File: config.mk
export PLATFORM = sky130hd
export DESIGN_NAME = xyb_queue
export DESIGN_NICKNAME = d
export VERILOG_FILES = /design/src/rtl/core/xyb_pkg.sv /design/src/rtl/core/xyb_queue.sv
export SDC_FILE = /design/constraint.sdc
export NUM_CORES = 1
export LEC_CHECK = 0
export ABC_AREA = 1
export BUFFER_PORTS_ARGS = -buffer_cell sky130_fd_sc_hd__clkbuf_2
export CAP_MARGIN = 20
export CORE_MARGIN = 5
export CORE_UTILIZATION = 52
export CTS_CLUSTER_SIZE = 14
export DETAILED_ROUTE_END_ITERATION = 16
export GPL_TIMING_DRIVEN = 0
export PLACE_DENSITY = 0.85
export SETUP_SLACK_MARGIN = 0.4
export SLEW_MARGIN = 15
export SYNTH_ARGS = -nofsm -noshare
export SYNTH_HDL_FRONTEND = slang
export SYNTH_SLANG_ARGS = --single-unit
export TNS_END_PERCENT = 20
File: constraint.sdc
create_clock -name aclk -period 4.2 [get_ports aclk]
set_input_delay 0.84 -clock aclk [delete_from_list [all_inputs] [get_ports aclk]]
set_output_delay 0.84 -clock aclk [all_outputs]
set_load 0.005 [all_outputs]
File: src/rtl/core/xyb_pkg.sv
// shared types and constants of the xy beam position and colour unit
// used by every module in rtl/core; depends on nothing else
package xyb_pkg;

    // configuration port
    localparam int CFG_INDEX_BITS = 3;
    localparam int CFG_DATA_BITS  = 16;

    localparam logic [CFG_INDEX_BITS-1:0] REG_SCREEN_WIDTH     = 3'd0;
    localparam logic [CFG_INDEX_BITS-1:0] REG_SCREEN_HEIGHT    = 3'd1;
    localparam logic [CFG_INDEX_BITS-1:0] REG_WRAP_ENABLE      = 3'd2;
    localparam logic [CFG_INDEX_BITS-1:0] REG_RC_TIME_US       = 3'd3;
    localparam logic [CFG_INDEX_BITS-1:0] REG_SETTLE_THRESHOLD = 3'd4;
    localparam logic [CFG_INDEX_BITS-1:0] REG_COLOR_WAIT_US    = 3'd5;
    localparam logic [CFG_INDEX_BITS-1:0] REG_CHANNEL_ENABLE   = 3'd6;

    // field widths
    localparam int POS_BITS   = 15;
    localparam int WAIT_BITS  = 16;
    localparam int LEVEL_BITS = 8;
    localparam int CHAN_BITS  = 4;

    // result transaction: 82 field bits padded to 11 bytes
    localparam int OUT_TDATA_BITS = 88;

    // command and result codes
    localparam logic ACTION_MOVE   = 1'b0;
    localparam logic ACTION_COLOR  = 1'b1;
    localparam logic KIND_POSITION = 1'b0;
    localparam logic KIND_COLOR    = 1'b1;

    // arithmetic constants
    localparam logic [31:0] LN2_Q32      = 32'd2977044472;
    localparam logic [15:0] LUMA_RECIP   = 16'd41944;   // ceil(2^22 / 100)
    localparam int          LUMA_SHIFT   = 22;
    localparam logic [15:0] WAIT_MAX     = 16'hFFFF;

    typedef struct packed {
        logic [POS_BITS-1:0] screen_width;
        logic [POS_BITS-1:0] screen_height;
        logic                wrap_enable;
    } cfg_front_t;

    typedef struct packed {
        logic [WAIT_BITS-1:0] rc_time_us;
        logic [WAIT_BITS-1:0] settle_threshold;
        logic [WAIT_BITS-1:0] color_wait_us;
        logic [CHAN_BITS-1:0] channel_enable;
    } cfg_back_t;

    // classified command passed from front to back
    typedef struct packed {
        logic                  is_color;
        logic [POS_BITS-1:0]   pos_x;
        logic [POS_BITS-1:0]   pos_y;
        logic [LEVEL_BITS-1:0] red;
        logic [LEVEL_BITS-1:0] green;
        logic [LEVEL_BITS-1:0] blue;
    } cmd_t;

endpackage

File: src/rtl/core/xyb_queue.sv
// two-entry command queue between front and back
// depends on xyb_pkg
module xyb_queue import xyb_pkg::*; (
    input  logic aclk,
    input  logic aresetn,
    input  logic push_valid,
    output logic push_ready,
    input  cmd_t push_cmd,
    output logic pop_valid,
    input  logic pop_ready,
    output cmd_t pop_cmd
);

    logic [1:0] count_reg, count_next;
    logic       wr_ptr_reg, rd_ptr_reg;
    cmd_t       entry_reg [2];
    logic       do_push, do_pop;

    assign push_ready = (count_reg != 2'd2);
    assign pop_valid  = (count_reg != 2'd0);
    assign pop_cmd    = entry_reg[rd_ptr_reg];
    assign do_push    = push_valid && push_ready;
    assign do_pop     = pop_valid && pop_ready;

    // occupancy
    always_comb begin
        count_next = count_reg;
        if (do_push && !do_pop)
            count_next = count_reg + 1'b1;
        else if (do_pop && !do_push)
            count_next = count_reg - 1'b1;
    end

    always_ff @(posedge aclk) begin
        if (!aresetn) begin
            count_reg  <= '0;
            wr_ptr_reg <= 1'b0;
            rd_ptr_reg <= 1'b0;
        end else begin
            count_reg <= count_next;
            if (do_push)
                wr_ptr_reg <= ~wr_ptr_reg;
            if (do_pop)
                rd_ptr_reg <= ~rd_ptr_reg;
        end
    end

    // storage
    always_ff @(posedge aclk) begin
        if (do_push)
            entry_reg[wr_ptr_reg] <= push_cmd;
    end

endmodule

==> qor.log <==
qor: synthesis.post_synthesis_instance_total 208
qor: detailed_routing.overall_routed_net_length 7560 um
qor: grt.grt_antenna_before_repair 0
qor: clock_tree.clock_path_buffers 2
qor: timing.tightestPinTransition 859 ps
qor: place.post-place-ws 1790 ps
qor: final_layout.fin_nets 404
qor: grt.pin_count_of_the_biggest_net_entering_global_routing 29
qor: critical_path.critical_path.n_buffers_inverters 3
qor: final_layout.max_ffs_per_register 110
qor: place.place.detailed.hpwl 5260 um
qor: floorplanning.floorplan.initialDensity 53.8%
qor: critical_path.crit_path_end_kind output port
qor: clock_tree.insertion_delay_to_the_later_sink_of_the_worst_skew_pair 490 ps
qor: power_and_ir_drop.static-leakage-power 2.36 nW
qor: power_and_ir_drop.power_density 643 nW/um2
qor: critical_path.required 3360 ps
qor: synthesis.synth.area.top_cells edfxtp_1 74%, mux2_4 17%, buf_12 2.2%
qor: synthesis.async_reset_ff_share 0%
qor: synthesis.ys_types 15
qor: critical_path.reg2reg_slack 2160 ps
qor: timing.setup_tns 0 ps
qor: critical_path.critPathMaxStageDelay 320 ps
qor: grt.wire_length_of_the_first_global_routing_pass 11800 um
qor: synthesis.synthDominantCellAreaShare 74.0%
qor: detailed_routing.routed-via-count 2259
qor: critical_path.critPathMaxFanout 10
qor: synthesis.seq_area_frac_synth 76.3%
qor: synthesis.synth-edff-count 110
qor: place.gp_congestion 0.716
qor: status.status finished, final reports clean
qor: timing.timing.final.crit_share 58.3%
qor: floorplanning.core_area 8300 um2
qor: grt.first_global_vias 2470
qor: timing.report.final.hold_viol_count 0
qor: detailed_routing.route.antenna.remaining_nets 0
qor: clock_tree.clk_transition_reported_paths 60 ps
qor: synthesis.synth.largest_area_cell edfxtp_1
qor: clock_tree.cts-htree-levels 4
qor: worst_hold_path.hold_wc_path_type reg2reg
qor: timing.fin_worst_skew 6.37 ps
qor: synthesis.syn_area_per_cell 21.5 um2
qor: synthesis.synth.cells.most_frequent 110 x edfxtp_1, 50 x mux2_4, 9 x nand2_1
qor: detailed_routing.post_drt_wl_per_cell 16.4 um
qor: clock_tree.postCtsSetupBuffers 0
qor: detailed_routing.drc_errors 0
qor: detailed_routing.route.detailed.vias_per_inst 4.89
qor: floorplanning.ios 116
qor: worst_hold_path.hold-path-endpoint rd_ptr_reg
qor: synthesis.synthMostInstantiatedCell edfxtp_1
qor: final_layout.final-instance-count-excl-fill 462
qor: critical_path.cp_top_delay_family buffers and inverters
qor: synthesis.ys_dominant_reg_cell edfxtp_1
qor: timing.timing.max_slew.rel_slack 42.6%
qor: clock_tree.cts_buffers 17
qor: clock_tree.post_cts_resized 0
qor: critical_path.timing_worst_setup_path_type reg2out
qor: synthesis.synth-warning-count 0
qor: critical_path.worst_r2r_endpoint entry_reg[1][0]
qor: clock_tree.cts_num_sinks 115
qor: timing.final_critical_path_setup_slack 1750 ps
qor: grt.gr-usage-all-layers 15.3%
qor: detailed_routing.first_pass_iters 4
qor: clock_tree.cts.root.buffer_cell clkbuf_8
qor: critical_path.crit_path_start_kind register
qor: synthesis.synth-seq-cells 115
qor: timing.report.final.setup_viol 0
qor: critical_path.critical_path.reg2reg.startpoint count_reg[0]
qor: place.port_buffers 115
qor: grt.grt-ovfl-total 0
qor: timing.report.final.slew_viol_count 0
qor: floorplanning.rows 33
qor: clock_tree.tritoncts yes
qor: timing.max_freq 409 MHz
qor: worst_hold_path.hold_start rd_ptr_reg
qor: floorplanning.dieArea 10500 um2
qor: critical_path.worstPathCellList buf_6 -> buf_12 -> mux2_4 -> clkbuf_2
qor: timing.unrepaired_setup_endpoints_after_global_routing false
qor: synthesis.syn-num-nets 268
qor: synthesis.mappedNetlistArea 4460 um2
qor: floorplanning.die_width 103 um
qor: timing.period_minus_slack 2450 ps
qor: critical_path.worstPathArrival 1610 ps
qor: critical_path.rr_worst_depth 5
qor: detailed_routing.detailedRoute.firstIterationViolations 76
qor: run.maxCapViolCount 0
qor: final_layout.proportion_of_layout_cells_with_a_drive_suffix_above_1 58.3%
qor: place.placed_cells_incl_taps 430
qor: final_layout.area_delta_synth_final 30.6%
qor: worst_hold_path.whs_path_depth 2
qor: floorplanning.chipHeight 103 um
qor: final_layout.insertedDiodeCount 0
qor: clock_tree.cts_hold_repair.buffers 0
qor: power_and_ir_drop.worst_ir_drop_vdd 473 uV
qor: critical_path.slowest_stage dfxtp_1
-- worst max path at each step --
stage | start | to | slack (ps) | depth (start not counted)
6_report | register | pop_cmd[36] | 1750 | 4
4_1_cts | register | pop_cmd[36] | 1700 | 4
2_1_floorplan | push_valid | entry_reg[0][0] | 500 | 2
3_3_place_gp | push_valid | entry_reg[1][0] | -810 | 3
5_1_grt | register | pop_cmd[36] | 1670 | 4
3_5_place_dp | push_valid | entry_reg[1][23] | 1790 | 4
-- worst register-to-register path, delay by kind of cell (launching register included) --
family,cells,cell delay [ps]
DFF,1,370
and+or+nand+nor,3,950
buffers and inverters,2,400
-- layout by cell type (no fill, tap or decap), types with 2 or more instances in the layout --
cell type	count
clkbuf_16	16
bufinv_16	4
nand2_1	9
clkinvlp_4	3
clkinv_4	2
inv_1	8
nor2_1	6
mux2_2	5
buf_12	7
edfxtp_1	110
nor2_4	2
clkbuf_2	115
clkinv_1	4
o21ai_0	2
mux2_4	50
dfxtp_1	5
-- cells by family after synthesis --
family / count (synthesis) / synth area share [%]
compound gates: 4 / 0.505
fa+ha+maj: 1 / 0.280
buf+inv: 14 / 3.17
flops: 115 / 76.3
mux: 55 / 18.1
simple gates: 19 / 1.68
-- per-stage QoR --
step / cell area, um2 / total power, mW / util [%] / hold slack [ps]
finish: 5830 / 3.75 / 70.2 / 524
global route: 5830 / 3.92 / 70.2 / 508
CTS: 5830 / 3.80 / 70.2 / 507
detailed placement: 5220 / 2.36 / 62.9 / 515
global placement: 5170 / 2.33 / 62.3 / 479
floorplan: 4460 / 2.06 / - / 467
-- routing by layer --
layer | GRT usage [%] | vias to the layer above | routed length [um] | share of wire, %
met4 | 7.06 | 0 | 89 | 1.2
met5 | 0 | - | 0 | 0
met3 | 5.01 | 8 | 547 | 7.2
li1 | - | 1079 | - | -
met1 | 16.0 | 1088 | 2740 | 36
met2 | 27.8 | 84 | 4180 | 55
-- area by class of cell --
type	instances	area, um2
buffer	6	111
clock buffer	17	414
clock inverter	15	189
fill	538	2470
inverter	8	30.0
multi-input combinational	79	932
sequential	115	3400
tap	105	131
timing repair buffer	117	616
-- power by group --
group	total [mW]	internal, mW	switching [mW]
Combinational	0.822	0.451	0.371
Sequential	1.50	1.45	0.0485
Clock	1.43	0.955	0.470
No activity file was read; power rests on OpenSTA's default activity.
