[config.mk]
export PLATFORM = sky130hd
export DESIGN_NAME = xyb_back
export DESIGN_NICKNAME = d
export VERILOG_FILES = /design/src/rtl/core/xyb_pkg.sv /design/src/rtl/core/xyb_back.sv
export SDC_FILE = /design/constraint.sdc
export NUM_CORES = 2
export LEC_CHECK = 0
export ABC_CLOCK_PERIOD_IN_PS = 7800
export BUFFER_PORTS_ARGS = -buffer_cell sky130_fd_sc_hd__buf_2
export CORE_UTILIZATION = 49
export DETAILED_ROUTE_END_ITERATION = 7
export GPL_ROUTABILITY_DRIVEN = 1
export GPL_TIMING_DRIVEN = 0
export PLACE_DENSITY = 0.78
export RECOVER_POWER = 25
export SLEW_MARGIN = 20
export SYNTH_ARGS = -nofsm -noshare
export SYNTH_HDL_FRONTEND = slang
export SYNTH_SLANG_ARGS = --single-unit
[constraint.sdc]
create_clock -name aclk -period 7.8 [get_ports aclk]
set_input_delay 0.78 -clock aclk [delete_from_list [all_inputs] [get_ports aclk]]
set_output_delay 0.78 -clock aclk [all_outputs]
set_load 0.1 [all_outputs]
[src/rtl/core/xyb_pkg.sv]
// shared types and constants of the xy beam position and colour unit
// used by every module in rtl/core; depends on nothing else
package xyb_pkg;

    // configuration port
    localparam int CFG_INDEX_BITS = 3;
    localparam int CFG_DATA_BITS  = 16;

    localparam logic [CFG_INDEX_BITS-1:0] REG_SCREEN_WIDTH     = 3'd0;
    localparam logic [CFG_INDEX_BITS-1:0] REG_SCREEN_HEIGHT    = 3'd1;
    localparam logic [CFG_INDEX_BITS-1:0] REG_WRAP_ENABLE      = 3'd2;
    localparam logic [CFG_INDEX_BITS-1:0] REG_RC_TIME_US       = 3'd3;
    localparam logic [CFG_INDEX_BITS-1:0] REG_SETTLE_THRESHOLD = 3'd4;
    localparam logic [CFG_INDEX_BITS-1:0] REG_COLOR_WAIT_US    = 3'd5;
    localparam logic [CFG_INDEX_BITS-1:0] REG_CHANNEL_ENABLE   = 3'd6;

    // field widths
    localparam int POS_BITS   = 15;
    localparam int WAIT_BITS  = 16;
    localparam int LEVEL_BITS = 8;
    localparam int CHAN_BITS  = 4;

    // result transaction: 82 field bits padded to 11 bytes
    localparam int OUT_TDATA_BITS = 88;

    // command and result codes
    localparam logic ACTION_MOVE   = 1'b0;
    localparam logic ACTION_COLOR  = 1'b1;
    localparam logic KIND_POSITION = 1'b0;
    localparam logic KIND_COLOR    = 1'b1;

    // arithmetic constants
    localparam logic [31:0] LN2_Q32      = 32'd2977044472;
    localparam logic [15:0] LUMA_RECIP   = 16'd41944;   // ceil(2^22 / 100)
    localparam int          LUMA_SHIFT   = 22;
    localparam logic [15:0] WAIT_MAX     = 16'hFFFF;

    typedef struct packed {
        logic [POS_BITS-1:0] screen_width;
        logic [POS_BITS-1:0] screen_height;
        logic                wrap_enable;
    } cfg_front_t;

    typedef struct packed {
        logic [WAIT_BITS-1:0] rc_time_us;
        logic [WAIT_BITS-1:0] settle_threshold;
        logic [WAIT_BITS-1:0] color_wait_us;
        logic [CHAN_BITS-1:0] channel_enable;
    } cfg_back_t;

    // classified command passed from front to back
    typedef struct packed {
        logic                  is_color;
        logic [POS_BITS-1:0]   pos_x;
        logic [POS_BITS-1:0]   pos_y;
        logic [LEVEL_BITS-1:0] red;
        logic [LEVEL_BITS-1:0] green;
        logic [LEVEL_BITS-1:0] blue;
    } cmd_t;

endpackage

[src/rtl/core/xyb_back.sv]
// back end: cursor, settle wait log sequencer, colour levels, output register
// depends on xyb_pkg
module xyb_back import xyb_pkg::*; (
    input  logic                      aclk,
    input  logic                      aresetn,
    input  cfg_back_t                 cfg,
    input  logic                      pop_valid,
    output logic                      pop_ready,
    input  cmd_t                      pop_cmd,
    output logic                      m_tvalid,
    input  logic                      m_tready,
    output logic [OUT_TDATA_BITS-1:0] m_tdata,
    output logic                      m_tuser
);

    localparam logic [2:0] B_IDLE  = 3'd0;
    localparam logic [2:0] B_CHECK = 3'd1;
    localparam logic [2:0] B_DIV   = 3'd2;
    localparam logic [2:0] B_SQ    = 3'd3;
    localparam logic [2:0] B_LN    = 3'd4;
    localparam logic [2:0] B_W     = 3'd5;
    localparam logic [2:0] B_LUMA  = 3'd6;
    localparam logic [2:0] B_OUT   = 3'd7;

    localparam logic [4:0] DIV_LAST = 5'd29;
    localparam logic [4:0] SQ_LAST  = 5'd15;

    logic [2:0]            state_reg, state_next;
    logic [POS_BITS-1:0]   cursor_x_reg, cursor_x_next, cursor_y_reg, cursor_y_next;
    logic [POS_BITS-1:0]   delta_reg, delta_next, d_reg, d_next, rem_reg, rem_next;
    logic [4:0]            n_reg, n_next, cnt_reg, cnt_next;
    logic [30:0]           m_reg, m_next;
    logic [15:0]           frac_reg, frac_next;
    logic [20:0]           lnq_reg, lnq_next;
    logic [14:0]           sum_reg, sum_next;
    logic [LEVEL_BITS-1:0] red_reg, red_next, green_reg, green_next;
    logic [LEVEL_BITS-1:0] blue_reg, blue_next, luma_reg, luma_next;
    logic                  kind_reg, kind_next;
    logic [WAIT_BITS-1:0]  wait_reg, wait_next;

    logic                  out_valid_reg, out_valid_next;
    logic [OUT_TDATA_BITS-1:0] out_data_reg, out_data_next;
    logic                  out_kind_reg, out_kind_next;

    logic [POS_BITS-1:0]   dx, dy;
    logic [35:0]           thr_wide, delta_wide;
    logic [4:0]            n_val;
    logic [35:0]           d_wide;
    logic [POS_BITS:0]     div_t;
    logic [61:0]           sq;
    logic [31:0]           sq_top;
    logic [52:0]           ln_prod;
    logic [36:0]           w_prod;
    logic [30:0]           luma_prod;
    logic                  load_out;

    // distance from the cursor to the new target
    assign dx = (pop_cmd.pos_x > cursor_x_reg) ? pop_cmd.pos_x - cursor_x_reg
                                               : cursor_x_reg - pop_cmd.pos_x;
    assign dy = (pop_cmd.pos_y > cursor_y_reg) ? pop_cmd.pos_y - cursor_y_reg
                                               : cursor_y_reg - pop_cmd.pos_y;

    // integer part of log2(delta / threshold)
    assign thr_wide   = 36'(cfg.settle_threshold);
    assign delta_wide = 36'(delta_reg);
    always_comb begin
        n_val = '0;
        for (int k = 1; k <= 20; k++) begin
            if ((thr_wide << k) <= delta_wide)
                n_val = 5'(k);
        end
    end
    assign d_wide = thr_wide << n_val;

    // datapath terms
    assign div_t     = {rem_reg, 1'b0};
    assign sq        = 62'(m_reg) * 62'(m_reg);
    assign sq_top    = sq[61:30];
    assign ln_prod   = 53'({n_reg, frac_reg}) * 53'(LN2_Q32) + 53'(64'h8000_0000);
    assign w_prod    = 37'(cfg.rc_time_us) * 37'(lnq_reg) + 37'(16'hFFFF);
    assign luma_prod = 31'(sum_reg) * 31'(LUMA_RECIP);

    assign pop_ready = (state_reg == B_IDLE);
    assign load_out  = (state_reg == B_OUT) && (!out_valid_reg || m_tready);

    // sequencer
    always_comb begin
        state_next    = state_reg;
        cursor_x_next = cursor_x_reg;
        cursor_y_next = cursor_y_reg;
        delta_next    = delta_reg;
        d_next        = d_reg;
        rem_next      = rem_reg;
        n_next        = n_reg;
        cnt_next      = cnt_reg;
        m_next        = m_reg;
        frac_next     = frac_reg;
        lnq_next      = lnq_reg;
        sum_next      = sum_reg;
        red_next      = red_reg;
        green_next    = green_reg;
        blue_next     = blue_reg;
        luma_next     = luma_reg;
        kind_next     = kind_reg;
        wait_next     = wait_reg;
        case (state_reg)
            B_IDLE: begin
                if (pop_valid) begin
                    red_next   = pop_cmd.red;
                    green_next = pop_cmd.green;
                    blue_next  = pop_cmd.blue;
                    if (pop_cmd.is_color) begin
                        kind_next  = KIND_COLOR;
                        sum_next   = 15'(pop_cmd.red) * 15'd21 + 15'(pop_cmd.green) * 15'd72
                                   + 15'(pop_cmd.blue) * 15'd7;
                        state_next = B_LUMA;
                    end else begin
                        kind_next     = KIND_POSITION;
                        delta_next    = (dx > dy) ? dx : dy;
                        cursor_x_next = pop_cmd.pos_x;
                        cursor_y_next = pop_cmd.pos_y;
                        state_next    = B_CHECK;
                    end
                end
            end
            B_CHECK: begin
                if ({1'b0, delta_reg} <= cfg.settle_threshold) begin
                    wait_next  = 16'd1;
                    state_next = B_OUT;
                end else if (cfg.settle_threshold == '0) begin
                    wait_next  = (cfg.rc_time_us == '0) ? '0 : WAIT_MAX;
                    state_next = B_OUT;
                end else begin
                    n_next     = n_val;
                    d_next     = d_wide[POS_BITS-1:0];
                    rem_next   = delta_reg - d_wide[POS_BITS-1:0];
                    m_next     = 31'd1;
                    cnt_next   = '0;
                    state_next = B_DIV;
                end
            end
            B_DIV: begin
                // mantissa delta / (threshold << n) in q1.30, one bit a cycle
                if (div_t >= {1'b0, d_reg}) begin
                    rem_next = POS_BITS'(div_t - {1'b0, d_reg});
                    m_next   = {m_reg[29:0], 1'b1};
                end else begin
                    rem_next = div_t[POS_BITS-1:0];
                    m_next   = {m_reg[29:0], 1'b0};
                end
                cnt_next = cnt_reg + 1'b1;
                if (cnt_reg == DIV_LAST) begin
                    cnt_next   = '0;
                    frac_next  = '0;
                    state_next = B_SQ;
                end
            end
            B_SQ: begin
                // one fraction bit of log2 per squaring
                frac_next = {frac_reg[14:0], sq_top[31]};
                m_next    = sq_top[31] ? sq_top[31:1] : sq_top[30:0];
                cnt_next  = cnt_reg + 1'b1;
                if (cnt_reg == SQ_LAST)
                    state_next = B_LN;
            end
            B_LN: begin
                lnq_next   = ln_prod[52:32];
                state_next = B_W;
            end
            B_W: begin
                wait_next  = (w_prod[36:32] != '0) ? WAIT_MAX : w_prod[31:16];
                state_next = B_OUT;
            end
            B_LUMA: begin
                luma_next  = luma_prod[LUMA_SHIFT +: LEVEL_BITS];
                wait_next  = cfg.color_wait_us;
                state_next = B_OUT;
            end
            B_OUT: begin
                if (load_out)
                    state_next = B_IDLE;
            end
            default: begin
                state_next = B_IDLE;
            end
        endcase
    end

    // output register
    always_comb begin
        out_valid_next = out_valid_reg;
        out_data_next  = out_data_reg;
        out_kind_next  = out_kind_reg;
        if (load_out) begin
            out_valid_next = 1'b1;
            out_kind_next  = kind_reg;
            if (kind_reg == KIND_COLOR)
                out_data_next = {6'b0, cfg.channel_enable, ~luma_reg, ~blue_reg,
                                 ~green_reg, ~red_reg, wait_reg, cursor_y_reg, cursor_x_reg};
            else
                out_data_next = {6'b0, 4'b0, 32'b0, wait_reg, cursor_y_reg, cursor_x_reg};
        end else if (m_tready) begin
            out_valid_next = 1'b0;
        end
    end

    assign m_tvalid = out_valid_reg;
    assign m_tdata  = out_data_reg;
    assign m_tuser  = out_kind_reg;

    always_ff @(posedge aclk) begin
        if (!aresetn) begin
            state_reg     <= B_IDLE;
            cursor_x_reg  <= '0;
            cursor_y_reg  <= '0;
            out_valid_reg <= 1'b0;
        end else begin
            state_reg     <= state_next;
            cursor_x_reg  <= cursor_x_next;
            cursor_y_reg  <= cursor_y_next;
            out_valid_reg <= out_valid_next;
        end
    end

    always_ff @(posedge aclk) begin
        delta_reg    <= delta_next;
        d_reg        <= d_next;
        rem_reg      <= rem_next;
        n_reg        <= n_next;
        cnt_reg      <= cnt_next;
        m_reg        <= m_next;
        frac_reg     <= frac_next;
        lnq_reg      <= lnq_next;
        sum_reg      <= sum_next;
        red_reg      <= red_next;
        green_reg    <= green_next;
        blue_reg     <= blue_next;
        luma_reg     <= luma_next;
        kind_reg     <= kind_next;
        wait_reg     <= wait_next;
        out_data_reg <= out_data_next;
        out_kind_reg <= out_kind_next;
    end

endmodule

==> results.md <==
- Dominant synthesized flop cell: edfxtp_1
- Post-synth ARST share: 0%
- Filler Cells Inserted: 11.5k
- Dpl cells: 9304
- Initial Util: 49.5%
- Failing checks: negative setup slack
- Grt ovf: 0
- Maximum clock insertion buffer count: 3
- Wire per inst: 21.1 µm
- Crit path kind: reg -> reg
- TritonCTS Sinks: 304
- Top-Level Pins: 202
- Clock Pin Slew Worst Setup and Hold Paths: approximately 0.080 ns
- TritonCTS clock tree: built
- H-tree depth: 2
- Largest register FFs: 82
- Die footprint: 145000 µm²
- I/O Buffers: 195
- Highest-delay cell along the critical path: fa_2
- Highest cell delay on the worst timing path: 0.61 ns
- Fmax: 113 MHz
- CTS buffer count: 37
- DR vias/cell: about 5.6
- Least-Margin Pin Slew: between 1 and 1.5 ns
- Largest net degree at the start of global routing: 32
- Hold Crit Class: reg -> reg
- Hold_buf cts: 0
- Critical Path Source Type: register
- Residual DRC: 0
- RSZ-0062 raised after global routing: true
- Endpoints failing setup: 55
- Synth unique cells: 80
- Antenna-violating nets left: 0
- Finished Core Util: 57.1%
- Cell family with most CP delay: adder cells
- Fraction of layout cells with a size suffix above 1: around 14%
- Worst Path Max Fanout: 6
- Vias in the first global route: 59.7k
- Slew HR: 11.8%
- Critical Path Most Common Cell: fa_1
- Critical Path Sink Type: register
- TritonRoute pass-1 iters: 7
- Syn_area_per_cell: between 9 and 10 µm²
- DR iter-0 viols: 4564
- Row count: 138
- Post-synth EDFFs: 270
- Max Cap Violations: 0
- GRT Total Usage: between 20% and 30%
- Clk_lat worst skew: about 0.62 ns
- Worst path required time: 8.17 ns
- Post-synthesis sequential area ratio: 12.5%
- Cell count after synthesis: roughly 7k
- Min cycle time layout: 8.81 ns
- Area growth from synthesis to layout: 15.4%
- Period utilisation layout: 113%
- Status: finished, violations left
- Clk_skew: between 0.03 and 0.04 ns
- YS warnings: 0
- Routability cong.: 1.01
- Synth Register Bits: ~300
- DIE WIDTH: 381 µm
- Critical Path AT: 9.18 ns
- Via count: 54.8k
- Dpl hpwl: 159000 µm
- Non-Filler Instances: slightly below 10k
- Final hold violation count: 0
- Core Area: 142000 µm²
- Max Transition Viols Final: 0
- Final worst setup slack: -1.01 ns
- Routed WL: 205000 µm
- Initial antenna violation count: 15
- Global-route wire length before repair: 319000 µm
- Post-synthesis cell area: 70300 µm²
- Clk root buf: clkbuf_16
- WP buf/inv: 7
- Die Ht: 381 µm
- Final net count: 10.2k
==> kinds of logic after synthesis <==
family                     share of synthesized area, %
other                                           0.00534
muxes                                             0.739
adders and majority gates                          55.6
buffers and inverters                              10.4
xor gates and xnor gates                           2.06
AOI/OAI and AO/OA                                  7.26
DFF                                                12.5
and+or+nand+nor                                    11.4
==> per-stage QoR <==
stage,instance area [µm²],setup WS [ns],setup TNS (ns),hold WS [ns]
floorplan,70900,0.000318,0,0.400
global placement,74200,-2.05,-85.66,0.402
detailed placement,74300,-2.17,-91.48,0.406
CTS,79200,-0.875,-26.71,0.396
global route,81100,-1.19,-45.99,0.410
finish,81100,-1.01,-35.52,0.410
==> cells in the final DEF (no fill, tap or decap), types with 54 or more instances in the layout <==
master	instances
a21o_1	101
a21oi_1	209
and2_1	325
buf_2	174
buf_4	310
clkbuf_1	97
edfxtp_1	270
fa_1	1273
fa_2	71
ha_1	937
inv_1	1667
nand2_1	624
nor2_1	204
nor2b_1	81
o21ai_0	120
xnor2_1	97
xor2_1	54
==> path summary, 6_finish.rpt <==
path | start | endpoint | slack (ns) | depth (start not counted)
setup / recovery | m_reg[12]$_DFFE_PP_ | m_reg[17]$_DFFE_PP_ | -1.01 | 30
setup reg to reg | m_reg[12]$_DFFE_PP_ | m_reg[17]$_DFFE_PP_ | -1.01 | 30
hold reg to reg | wait_reg[10]$_DFFE_PP_ | m_tdata[40]$_DFFE_PP_ | 0.41 | 0
hold / removal | wait_reg[10]$_DFFE_PP_ | m_tdata[40]$_DFFE_PP_ | 0.41 | 0
==> per-layer routing <==
| metal | track usage (%) | up-vias | part of all wire, % | wire length, µm |
|---|---|---|---|---|
| met4 | 15.8 | 14 | 7.0 | 14400 |
| met2 | 46.6 | 2824 | 47 | 95800 |
| li1 | - | 23788 | - | - |
| met5 | 0 | - | 0.043 | 89 |
| met3 | 7.11 | 941 | 10 | 20600 |
| met1 | 33.4 | 27229 | 36 | 74500 |
==> synth_stat cells, drive strengths merged (44+ instances only) <==
cell	n	area, µm²
inv	1719	6450
fa	1344	26900
ha	972	12200
nand2	685	2570
and2	340	2130
edfxtp	270	8110
nor2	225	845
a21oi	224	1120
clkbuf	203	762
o21ai	141	721
xnor2	106	928
a21o	101	758
nor2b	82	513
nand3	59	295
xor2	59	517
nor3	53	265
nand4	50	313
mux2i	44	440
nand2b	44	275
==> final cells by class <==
type,count,area (µm²),area share (%)
multi-input cells,4965,56100,69.1
flip-flops and latches,304,8790,10.8
inverters,1723,6530,8.05
repair buffers,561,4110,5.07
well taps,1890,2360,2.92
plain buffers,215,1980,2.44
clock buffers,41,983,1.21
clock inverters,27,269,0.332
diodes,9,22.5,0.0278
==> what timing repair did <==
action | in CTS | in global routing
gates resized for setup | 464 | 279
pin swaps | 142 | 178
setup endpoints to repair | 65 | 57
buffers inserted | 221 | 132
cloned | 8 | 2
Power is left out: the tool's default activity adds up to more than one toggle a clock period on the data nets, which glitch-free logic cannot reach.
