===== src/rtl/core/xyb_pkg.sv =====
// shared types and constants of the xy beam position and colour unit
// used by every module in rtl/core; depends on nothing else
package xyb_pkg;

    // configuration port
    localparam int CFG_INDEX_BITS = 3;
    localparam int CFG_DATA_BITS  = 16;

    localparam logic [CFG_INDEX_BITS-1:0] REG_SCREEN_WIDTH     = 3'd0;
    localparam logic [CFG_INDEX_BITS-1:0] REG_SCREEN_HEIGHT    = 3'd1;
    localparam logic [CFG_INDEX_BITS-1:0] REG_WRAP_ENABLE      = 3'd2;
    localparam logic [CFG_INDEX_BITS-1:0] REG_RC_TIME_US       = 3'd3;
    localparam logic [CFG_INDEX_BITS-1:0] REG_SETTLE_THRESHOLD = 3'd4;
    localparam logic [CFG_INDEX_BITS-1:0] REG_COLOR_WAIT_US    = 3'd5;
    localparam logic [CFG_INDEX_BITS-1:0] REG_CHANNEL_ENABLE   = 3'd6;

    // field widths
    localparam int POS_BITS   = 15;
    localparam int WAIT_BITS  = 16;
    localparam int LEVEL_BITS = 8;
    localparam int CHAN_BITS  = 4;

    // result transaction: 82 field bits padded to 11 bytes
    localparam int OUT_TDATA_BITS = 88;

    // command and result codes
    localparam logic ACTION_MOVE   = 1'b0;
    localparam logic ACTION_COLOR  = 1'b1;
    localparam logic KIND_POSITION = 1'b0;
    localparam logic KIND_COLOR    = 1'b1;

    // arithmetic constants
    localparam logic [31:0] LN2_Q32      = 32'd2977044472;
    localparam logic [15:0] LUMA_RECIP   = 16'd41944;   // ceil(2^22 / 100)
    localparam int          LUMA_SHIFT   = 22;
    localparam logic [15:0] WAIT_MAX     = 16'hFFFF;

    typedef struct packed {
        logic [POS_BITS-1:0] screen_width;
        logic [POS_BITS-1:0] screen_height;
        logic                wrap_enable;
    } cfg_front_t;

    typedef struct packed {
        logic [WAIT_BITS-1:0] rc_time_us;
        logic [WAIT_BITS-1:0] settle_threshold;
        logic [WAIT_BITS-1:0] color_wait_us;
        logic [CHAN_BITS-1:0] channel_enable;
    } cfg_back_t;

    // classified command passed from front to back
    typedef struct packed {
        logic                  is_color;
        logic [POS_BITS-1:0]   pos_x;
        logic [POS_BITS-1:0]   pos_y;
        logic [LEVEL_BITS-1:0] red;
        logic [LEVEL_BITS-1:0] green;
        logic [LEVEL_BITS-1:0] blue;
    } cmd_t;

endpackage


===== src/rtl/core/xyb_front.sv =====
// front end: accepts input transactions, classifies them and fits move targets
// depends on xyb_pkg
module xyb_front import xyb_pkg::*; #(
    parameter int COORD_BITS = 16
) (
    input  logic                      aclk,
    input  logic                      aresetn,
    input  cfg_front_t                cfg,
    input  logic                      s_tvalid,
    output logic                      s_tready,
    input  logic [((2*COORD_BITS+24+7)/8)*8-1:0] s_tdata,
    input  logic                      s_tuser,
    output logic                      push_valid,
    input  logic                      push_ready,
    output cmd_t                      push_cmd
);

    localparam int CMP_BITS = (COORD_BITS > 16) ? COORD_BITS : 16;
    localparam int CNT_BITS = $clog2(COORD_BITS);
    localparam logic [CNT_BITS-1:0] CNT_LAST = CNT_BITS'(COORD_BITS - 1);

    localparam logic [1:0] F_IDLE = 2'd0;
    localparam logic [1:0] F_DIV  = 2'd1;
    localparam logic [1:0] F_PUSH = 2'd2;

    logic [1:0]            state_reg, state_next;
    cmd_t                  cmd_reg, cmd_next;
    logic [COORD_BITS-1:0] mag_x_reg, mag_x_next, mag_y_reg, mag_y_next;
    logic [POS_BITS-1:0]   rem_x_reg, rem_x_next, rem_y_reg, rem_y_next;
    logic [POS_BITS-1:0]   size_x_reg, size_x_next, size_y_reg, size_y_next;
    logic                  neg_x_reg, neg_x_next, neg_y_reg, neg_y_next;
    logic [CNT_BITS-1:0]   cnt_reg, cnt_next;

    logic signed [COORD_BITS-1:0] tx, ty;
    logic [POS_BITS-1:0]   size_x, size_y, rx, ry;

    // clamp a signed coordinate to 0 .. size-1
    function automatic logic [POS_BITS-1:0] clamp_coord(
        input logic signed [COORD_BITS-1:0] v, input logic [POS_BITS-1:0] size);
        logic [CMP_BITS-1:0] vu;
        vu = CMP_BITS'($unsigned(v));
        if (v[COORD_BITS-1])
            return '0;
        else if (vu >= CMP_BITS'(size))
            return size - 1'b1;
        else
            return vu[POS_BITS-1:0];
    endfunction

    // one restoring step of the magnitude remainder
    function automatic logic [POS_BITS-1:0] mod_step(
        input logic [POS_BITS-1:0] rem, input logic bit_in,
        input logic [POS_BITS-1:0] size);
        logic [POS_BITS:0] t;
        t = {rem, bit_in};
        if (t >= {1'b0, size})
            t = t - {1'b0, size};
        return t[POS_BITS-1:0];
    endfunction

    // turn a magnitude remainder into a non-negative modulo
    function automatic logic [POS_BITS-1:0] wrap_fix(
        input logic [POS_BITS-1:0] rem, input logic neg,
        input logic [POS_BITS-1:0] size);
        if (neg && (rem != '0))
            return size - rem;
        else
            return rem;
    endfunction

    // input field extraction
    assign tx = s_tdata[COORD_BITS-1:0];
    assign ty = s_tdata[2*COORD_BITS-1:COORD_BITS];
    assign size_x = (cfg.screen_width  == '0) ? POS_BITS'(1) : cfg.screen_width;
    assign size_y = (cfg.screen_height == '0) ? POS_BITS'(1) : cfg.screen_height;
    assign rx = mod_step(rem_x_reg, mag_x_reg[COORD_BITS-1], size_x_reg);
    assign ry = mod_step(rem_y_reg, mag_y_reg[COORD_BITS-1], size_y_reg);

    assign s_tready   = (state_reg == F_IDLE);
    assign push_valid = (state_reg == F_PUSH);
    assign push_cmd   = cmd_reg;

    // sequencer
    always_comb begin
        state_next  = state_reg;
        cmd_next    = cmd_reg;
        mag_x_next  = mag_x_reg;
        mag_y_next  = mag_y_reg;
        rem_x_next  = rem_x_reg;
        rem_y_next  = rem_y_reg;
        size_x_next = size_x_reg;
        size_y_next = size_y_reg;
        neg_x_next  = neg_x_reg;
        neg_y_next  = neg_y_reg;
        cnt_next    = cnt_reg;
        case (state_reg)
            F_IDLE: begin
                if (s_tvalid) begin
                    cmd_next.is_color = (s_tuser == ACTION_COLOR);
                    cmd_next.red      = s_tdata[2*COORD_BITS +: LEVEL_BITS];
                    cmd_next.green    = s_tdata[2*COORD_BITS+8 +: LEVEL_BITS];
                    cmd_next.blue     = s_tdata[2*COORD_BITS+16 +: LEVEL_BITS];
                    cmd_next.pos_x    = clamp_coord(tx, size_x);
                    cmd_next.pos_y    = clamp_coord(ty, size_y);
                    neg_x_next  = tx[COORD_BITS-1];
                    neg_y_next  = ty[COORD_BITS-1];
                    mag_x_next  = tx[COORD_BITS-1] ? (~tx + 1'b1) : tx;
                    mag_y_next  = ty[COORD_BITS-1] ? (~ty + 1'b1) : ty;
                    rem_x_next  = '0;
                    rem_y_next  = '0;
                    size_x_next = size_x;
                    size_y_next = size_y;
                    cnt_next    = '0;
                    if ((s_tuser == ACTION_MOVE) && cfg.wrap_enable)
                        state_next = F_DIV;
                    else
                        state_next = F_PUSH;
                end
            end
            F_DIV: begin
                mag_x_next = {mag_x_reg[COORD_BITS-2:0], 1'b0};
                mag_y_next = {mag_y_reg[COORD_BITS-2:0], 1'b0};
                rem_x_next = rx;
                rem_y_next = ry;
                cnt_next   = cnt_reg + 1'b1;
                if (cnt_reg == CNT_LAST) begin
                    cmd_next.pos_x = wrap_fix(rx, neg_x_reg, size_x_reg);
                    cmd_next.pos_y = wrap_fix(ry, neg_y_reg, size_y_reg);
                    state_next     = F_PUSH;
                end
            end
            F_PUSH: begin
                if (push_ready)
                    state_next = F_IDLE;
            end
            default: begin
                state_next = F_IDLE;
            end
        endcase
    end

    always_ff @(posedge aclk) begin
        if (!aresetn) begin
            state_reg <= F_IDLE;
        end else begin
            state_reg <= state_next;
        end
    end

    always_ff @(posedge aclk) begin
        cmd_reg    <= cmd_next;
        mag_x_reg  <= mag_x_next;
        mag_y_reg  <= mag_y_next;
        rem_x_reg  <= rem_x_next;
        rem_y_reg  <= rem_y_next;
        size_x_reg <= size_x_next;
        size_y_reg <= size_y_next;
        neg_x_reg  <= neg_x_next;
        neg_y_reg  <= neg_y_next;
        cnt_reg    <= cnt_next;
    end

endmodule


===== config.mk =====
export PLATFORM = sky130hd
export DESIGN_NAME = xyb_front
export DESIGN_NICKNAME = d
export VERILOG_FILES = /design/src/rtl/core/xyb_pkg.sv /design/src/rtl/core/xyb_front.sv
export SDC_FILE = /design/constraint.sdc
export NUM_CORES = 1
export LEC_CHECK = 0
export BUFFER_PORTS_ARGS = -buffer_cell sky130_fd_sc_hd__buf_2
export CAP_MARGIN = 30
export CORE_ASPECT_RATIO = 0.5
export CORE_MARGIN = 3
export CORE_UTILIZATION = 49
export DETAILED_ROUTE_END_ITERATION = 8
export HOLD_SLACK_MARGIN = 0.05
export PLACE_DENSITY = 0.7
export SETUP_SLACK_MARGIN = 0.3
export SYNTH_ARGS = -nofsm -noshare
export SYNTH_HDL_FRONTEND = slang
export SYNTH_SLANG_ARGS = --single-unit

===== constraint.sdc =====
create_clock -name aclk -period 5 [get_ports aclk]
set_input_delay 0.75 -clock aclk [delete_from_list [all_inputs] [get_ports aclk]]
set_output_delay 0.75 -clock aclk [all_outputs]
set_load 0.01 [all_outputs]

==> results of run 1 <==
==> routing by layer <==
| layer | share of wire (%) | up-vias | wire (um) |
|---|---|---|---|
| met5 | 0 | - | 0 |
| met4 | 2.9 | 0 | 958 |
| met3 | 5.2 | 82 | 1700 |
| met2 | 49 | 333 | 16100 |
| met1 | 43 | 5061 | 14200 |
| li1 | - | 4929 | - |
==> power by group through the flow <==
| stage | Sequential (mW) | Clock, mW | Combinational [mW] |
|---|---|---|---|
| 3_3_place_gp | 1.68 | 0 | 1.79 |
| 3_5_place_dp | 1.68 | 0 | 1.83 |
| 5_1_grt | 1.67 | 1.53 | 2.27 |
| 6_report | 1.66 | 1.46 | 2.09 |
| 4_1_cts | 1.66 | 1.47 | 1.90 |
| 2_1_floorplan | 1.69 | 0 | 1.31 |
==> per-stage QoR <==
stage | TNS [ns] | hold WS (ns) | area (um^2) | setup WS (ns) | cells
finish | 0 | 0.479 | 14400 | 0.205 | 1764
global route | 0 | 0.461 | 14400 | 0.0865 | 1764
CTS | 0 | 0.459 | 13900 | 0.298 | 1740
detailed placement | -0.0583 | 0.518 | 13100 | -0.0543 | 1700
global placement | 0 | 0.499 | 13100 | 0.127 | 1700
floorplan | 0 | 0.496 | 11800 | 0.278 | 1248
==> cells in the mapped netlist (3+ instances only) <==
master	count	area, um^2
a21o_1	30	225
buf_1	4	15.0
nor3_1	22	110
o2111ai_1	5	43.8
o21bai_1	6	45.0
a211oi_1	8	60.1
a211o_1	6	52.6
o211ai_1	5	37.5
nand4_1	11	68.8
edfxtp_1	153	4590
o32ai_1	3	26.3
nor2_1	121	454
inv_1	93	349
o21ai_1	9	45.0
nand2_1	102	383
maj3_1	7	70.1
and3_1	8	50.1
nand3b_1	5	37.5
a31oi_1	15	93.8
a311oi_1	3	26.3
o21ai_0	66	330
clkbuf_8	3	41.3
buf_2	4	20.0
a21oi_1	75	375
or4_1	4	30.0
o21a_1	11	82.6
nand3_1	20	100
clkbuf_1	54	203
or2_2	8	50.1
o41ai_1	3	26.3
nor3b_1	5	37.5
a41oi_1	5	43.8
o31ai_2	4	50.1
nor4_1	13	81.3
xor2_1	38	333
o221ai_1	4	35.0
o22ai_1	20	125
mux2i_1	22	220
or3_1	15	93.8
xnor2_1	73	639
ha_1	79	988
o31ai_1	10	75.1
and2_1	13	81.3
nand2b_1	10	62.6
nor2b_1	8	50.1
==> worst reg2reg max path: cells and delay by family (launching register included) <==
kind	cells	cell delay, ns
AOI/OAI and AO/OA	9	1.45
xor gates and xnor gates	1	0.14
adders and majority gates	4	1.21
buffers and inverters	1	0.13
DFF	1	0.46
and+or+nand+nor	4	1.17
==> final timing paths <==
path / start / end / slack [ns] / cells after the start
worst max-delay path: size_x_reg[1] / push_cmd[53] / 0.20 / 19
worst min-delay path: s_tdata[37] / push_cmd[21] / 0.48 / 1
worst max register to register: size_x_reg[1] / push_cmd[53] / 0.20 / 19
worst min register to register: mag_x_reg[5] / mag_x_reg[6] / 0.53 / 2
==> logic make-up (layout without fill, tap and decap cells) <==
logic type,count (synthesis),count (layout),synth area share (%)
flops,155,155,39.4
xor+xnor,111,111,8.27
mux,27,27,2.59
buf+inv,160,369,5.53
simple gates,384,384,15.9
compound gates,322,322,18.8
fa+ha+maj,89,89,9.44
==> cell type report <==
class,count,area [um^2],share of cell area [%]
timing repair buffer,244,1500,10.4
inverter,93,349,2.43
sequential,155,4630,32.2
multi-input combinational,933,6860,47.7
clock buffer,18,429,2.99
clock inverter,14,218,1.51
tap,307,384,2.67
==> timing repair <==
action	4_1_cts	5_1_grt
setup endpoints to repair	8	30
setup buffers	8	22
pin swaps	12	37
resized for setup	16	56
==> flow_metrics.env, run 1 <==
export IMPL_cts_hold_buf=0
export IMPL_post_route_period_util_pct=95.9
export IMPL_p_leak_nw=5.96
export IMPL_yosysWarnings=0
export IMPL_slew_headroom_pct=45.7
export IMPL_ys_flop_type="edfxtp_1"
export IMPL_route_detailed_drc=0
export IMPL_drtIter0Drc=785
export IMPL_report_final_setup_viol=0
export IMPL_die_height_um=116
export IMPL_layout_commonest_cell="edfxtp_1"
export IMPL_coreArea_mm2=0.0232
export IMPL_fin_util_pct=62.0
export IMPL_cts_made_buffers=17
export IMPL_path_buf_inv=1
export IMPL_largest_reg_flops=55
export IMPL_vias=10400
export IMPL_grt_antenna_before_repair=0
export IMPL_maxCapViolations=0
export IMPL_synth_enable_flop_cells=153
export IMPL_cts_root_buf="clkbuf_16"
export IMPL_cp_arrival_ns=4.99
export IMPL_p_int_mw=3.39
export IMPL_avgSynthCellArea_um2=9.42
export IMPL_hold_violations=0
export IMPL_power_mw=5.20
export IMPL_hpwl_mm=24.0
export IMPL_path_cells="inv_1 -> ha_1 -> and4_1 -> o21a_2 -> or3_4 -> a21oi_4 -> nor2_2 -> a21oi_2 -> ha_4 -> a21o_1 -> a31oi_4 -> a41oi_2 -> or3_4 -> maj3_2 -> maj3_2 -> a31o_1 -> a21oi_2 -> xnor2_1 -> o21ai_1"
export IMPL_cts_tree="built"
export IMPL_synth_distinct_cells=92
export IMPL_critPathTopFamily="compound AO/OA/AOI/OAI gates"
export IMPL_num_antenna_cells=0
export IMPL_use_met2_pct=43.2
export IMPL_status="finished, final reports clean"
export IMPL_finClkSkew_ns=0.00904
export IMPL_area_growth_pct=22.3
export IMPL_cp_slowest_cell="edfxtp_1"
export IMPL_drt_total_wl_mm=33.0
export IMPL_synth_net_count=1421
export IMPL_dieArea_mm2=0.0260
export IMPL_netSwitchingFraction_pct=34.9
export IMPL_grt_usage_pct=24.9
export IMPL_grt_pass1_vias=10200
export IMPL_clockBufferDepth=2
export IMPL_grt_remaining_overflow=0
export IMPL_drt_pass1_iterations=5
export IMPL_grt_max_degree=68
export IMPL_most_common_layout_cells="edfxtp_1 (153), buf_2 (148), nor2_1 (118)"
export IMPL_use_met3_pct=4.40
export IMPL_critPathCaptureType="flop"
export IMPL_slew_viol_final=0
export IMPL_critPathMaxStageDelay_ns=0.46
export IMPL_grt_first_pass_wirelength_mm=51.4
export IMPL_htreeDepth=4
export IMPL_final_nets=1617
export IMPL_clkPwrFrac_pct=28.0
export IMPL_portBuffers=148
export IMPL_avgViaCountPerCell=5.90
export IMPL_die_x_um=225
export IMPL_place_gp_congestion=0.912
export IMPL_detail_route_antenna_nets=0
export IMPL_top_usage_layer="met2"
export IMPL_grtUsageMet1_pct=31.5
export IMPL_rsz0062_at_grt="yes"
export IMPL_power_switching_mw=1.82
export IMPL_io_pins=149
export IMPL_max_freq_ghz=0.209
export IMPL_peakVddDrop_v=0.000196
export IMPL_p_comb_share_pct=40.1
export IMPL_synthArstFlopShare_pct=0
export IMPL_clk_pin_slew_ns=0.06
export IMPL_crit_required_ns=5.20
export IMPL_critical_path_peak_fanout=5
export IMPL_seq_area_frac_synth_pct=39.4
export IMPL_drive_gt1_share_pct=26.4
export IMPL_period_needed_ns=4.80
export IMPL_seqPwrFrac_pct=31.9
export IMPL_start_util_pct=50.7
export IMPL_synth_seq_cells=155
export IMPL_wire_per_inst_um=18.7
export IMPL_syn_inst=1248
export IMPL_fillers=1879
export IMPL_syn_cell_area_mm2=0.0118
export IMPL_p_per_area_mw_per_mm2=362
export IMPL_clk_latency_ns=0.45
export IMPL_crit_path_start_kind="flop"
export IMPL_worstMarginPinSlew_ns=0.814
export IMPL_cts_sinks=155
export IMPL_holdCritPathClass="input port to flop"
export IMPL_rows=39
export IMPL_criticalPathCategory="flop to flop"
Power figures use the tool's default switching activity.
==> run 2, diff against run 1 <==
Settings changed: CORE_ASPECT_RATIO 0.5 to 1.25.
==> run 2 against run 1 <==
Effect of this change:
- largest cell class unchanged
- die area down 0.39%
- global-route usage up 0.10 points
- largest power group unchanged
- sequential power barely moved
==> flow_metrics.env, run 2 (synthesized netlist as in run 1, its figures left out) <==
export IMPL_max_freq_ghz=0.208
export IMPL_rsz0062_at_grt="yes"
export IMPL_seqPwrFrac_pct=33.6
export IMPL_area_growth_pct=21.7
export IMPL_rows=62
export IMPL_slew_headroom_pct=45.0
export IMPL_finClkSkew_ns=0.0106
export IMPL_drive_gt1_share_pct=27.1
export IMPL_path_cells="inv_2 -> ha_4 -> a21o_1 -> a211o_1 -> or3_4 -> or3_4 -> nand3_4 -> xnor2_2 -> ha_2 -> a21o_1 -> a31oi_4 -> a41oi_2 -> or3_4 -> maj3_2 -> maj3_2 -> xnor2_2 -> nor2_2 -> xor2_1 -> o22ai_1"
export IMPL_grt_pass1_vias=10100
export IMPL_seqCellArea_mm2=0.00463
export IMPL_slew_viol_final=0
export IMPL_crit_required_ns=5.15
export IMPL_maxCapViolations=0
export IMPL_clkPwrFrac_pct=25.1
export IMPL_path_buf_inv=1
export IMPL_p_comb_share_pct=41.2
export IMPL_power_mw=4.90
export IMPL_p_leak_nw=5.93
export IMPL_layout_commonest_cell="edfxtp_1"
export IMPL_worstMarginPinSlew_ns=0.822
export IMPL_holdCritPathClass="input port to flop"
export IMPL_use_met2_pct=46.3
export IMPL_most_common_layout_cells="edfxtp_1 (153), buf_2 (149), nor2_1 (119)"
export IMPL_fillers=1962
export IMPL_drt_pass1_iterations=4
export IMPL_detail_route_antenna_nets=0
export IMPL_clk_pin_slew_ns=0.07
export IMPL_clockBufferDepth=2
export IMPL_grt_first_pass_wirelength_mm=50.9
export IMPL_die_height_um=179
export IMPL_grt_remaining_overflow=0
export IMPL_crit_path_start_kind="flop"
export IMPL_critical_path_peak_fanout=3
export IMPL_p_per_area_mw_per_mm2=343
export IMPL_grt_max_degree=68
export IMPL_io_pins=149
export IMPL_hold_ws_ns=0.478
export IMPL_netSwitchingFraction_pct=36.4
export IMPL_portBuffers=148
export IMPL_dieArea_mm2=0.0259
export IMPL_period_needed_ns=4.81
export IMPL_cp_common_cell="or3_4"
export IMPL_wire_per_inst_um=18.5
export IMPL_critPathTopFamily="simple AND/OR/NAND/NOR gates"
export IMPL_drt_total_wl_mm=32.3
export IMPL_criticalPathCategory="flop to flop"
export IMPL_cp_arrival_ns=4.96
export IMPL_cp_slowest_cell="edfxtp_1"
export IMPL_cts_made_buffers=17
export IMPL_post_route_period_util_pct=96.3
export IMPL_p_int_mw=3.12
export IMPL_route_detailed_drc=0
export IMPL_use_met3_pct=3.66
export IMPL_die_x_um=145
export IMPL_power_switching_mw=1.78
export IMPL_vias=10100
export IMPL_peakVddDrop_v=0.000273
export IMPL_drtIter0Drc=578
export IMPL_critPathCaptureType="flop"
export IMPL_top_usage_layer="met2"
export IMPL_hpwl_mm=24.3
export IMPL_htreeDepth=4
export IMPL_avgViaCountPerCell=5.79
export IMPL_place_gp_congestion=0.955
export IMPL_cts_sinks=155
export IMPL_clk_latency_ns=0.45
export IMPL_grtUsageMet1_pct=28.7
export IMPL_final_nets=1620
export IMPL_grt_usage_pct=25.1
export IMPL_cts_tree="built"
export IMPL_multiInputGateArea_mm2=0.00692
export IMPL_largest_reg_flops=55
export IMPL_coreArea_mm2=0.0233
export IMPL_start_util_pct=50.5
export IMPL_num_antenna_cells=0
export IMPL_hold_violations=0
export IMPL_cts_hold_buf=0
export IMPL_cts_root_buf="clkbuf_16"
export IMPL_report_final_setup_viol=0
export IMPL_critPathMaxStageDelay_ns=0.42
export IMPL_grt_antenna_before_repair=0
export IMPL_status="finished, final reports clean"
run 2: timing repair:
action,CTS,global route
setup buffers,5,24
endpoints found under the hold margin,0,0
setup endpoints to repair,8,23
gates resized for setup,16,66
pin swaps,7,51
run 2: worst paths after layout:
| path | cells after the start | slack, ns | to | startpoint |
|---|---|---|---|---|
| worst max-delay path | 19 | 0.19 | push_cmd[47] | size_x_reg[13] |
| worst min-delay path | 1 | 0.48 | push_cmd[3] | s_tdata[51] |
| worst max register to register | 19 | 0.19 | push_cmd[47] | size_x_reg[13] |
| worst min register to register | 2 | 0.53 | mag_y_reg[1] | mag_y_reg[0] |
run 2: final cells by class:
| class | count | share of cell area, % |
|---|---|---|
| multi-input cells | 933 | 48.4 |
| repair buffers | 247 | 10.5 |
| clock buffers | 18 | 3.00 |
| inverters | 93 | 2.44 |
| well taps | 288 | 2.52 |
| flip-flops and latches | 155 | 32.4 |
| clock inverters | 14 | 0.787 |
run 2: per-stage QoR:
stage                     cell area [um^2]  util [%]  instances  setup WS (ns)  TNS, ns
after floorplan                      11800         -       1248          0.278        0
after global placement               13100      56.4       1686        -0.0972   -0.248
after detailed placement             13100      56.4       1687         -0.171   -0.547
after CTS                            13800      59.3       1724          0.269        0
after global routing                 14300      61.5       1748         0.0584        0
final                                14300      61.5       1748          0.187        0
run 2: metal layers:
metal | part of all wire (%) | routed length [um] | up-vias
li1 | - | - | 4944
met1 | 40 | 12900 | 4812
met2 | 52 | 16900 | 305
met3 | 4.4 | 1430 | 64
met4 | 3.3 | 1060 | 0
met5 | 0 | 0 | -
run 2: power groups by stage:
stage / Clock, mW / Combinational, mW / Sequential [mW]
2_1_floorplan: 0 / 1.31 / 1.69
3_3_place_gp: 0 / 1.80 / 1.67
3_5_place_dp: 0 / 1.82 / 1.67
4_1_cts: 1.26 / 1.88 / 1.65
5_1_grt: 1.30 / 2.21 / 1.66
6_report: 1.23 / 2.02 / 1.65
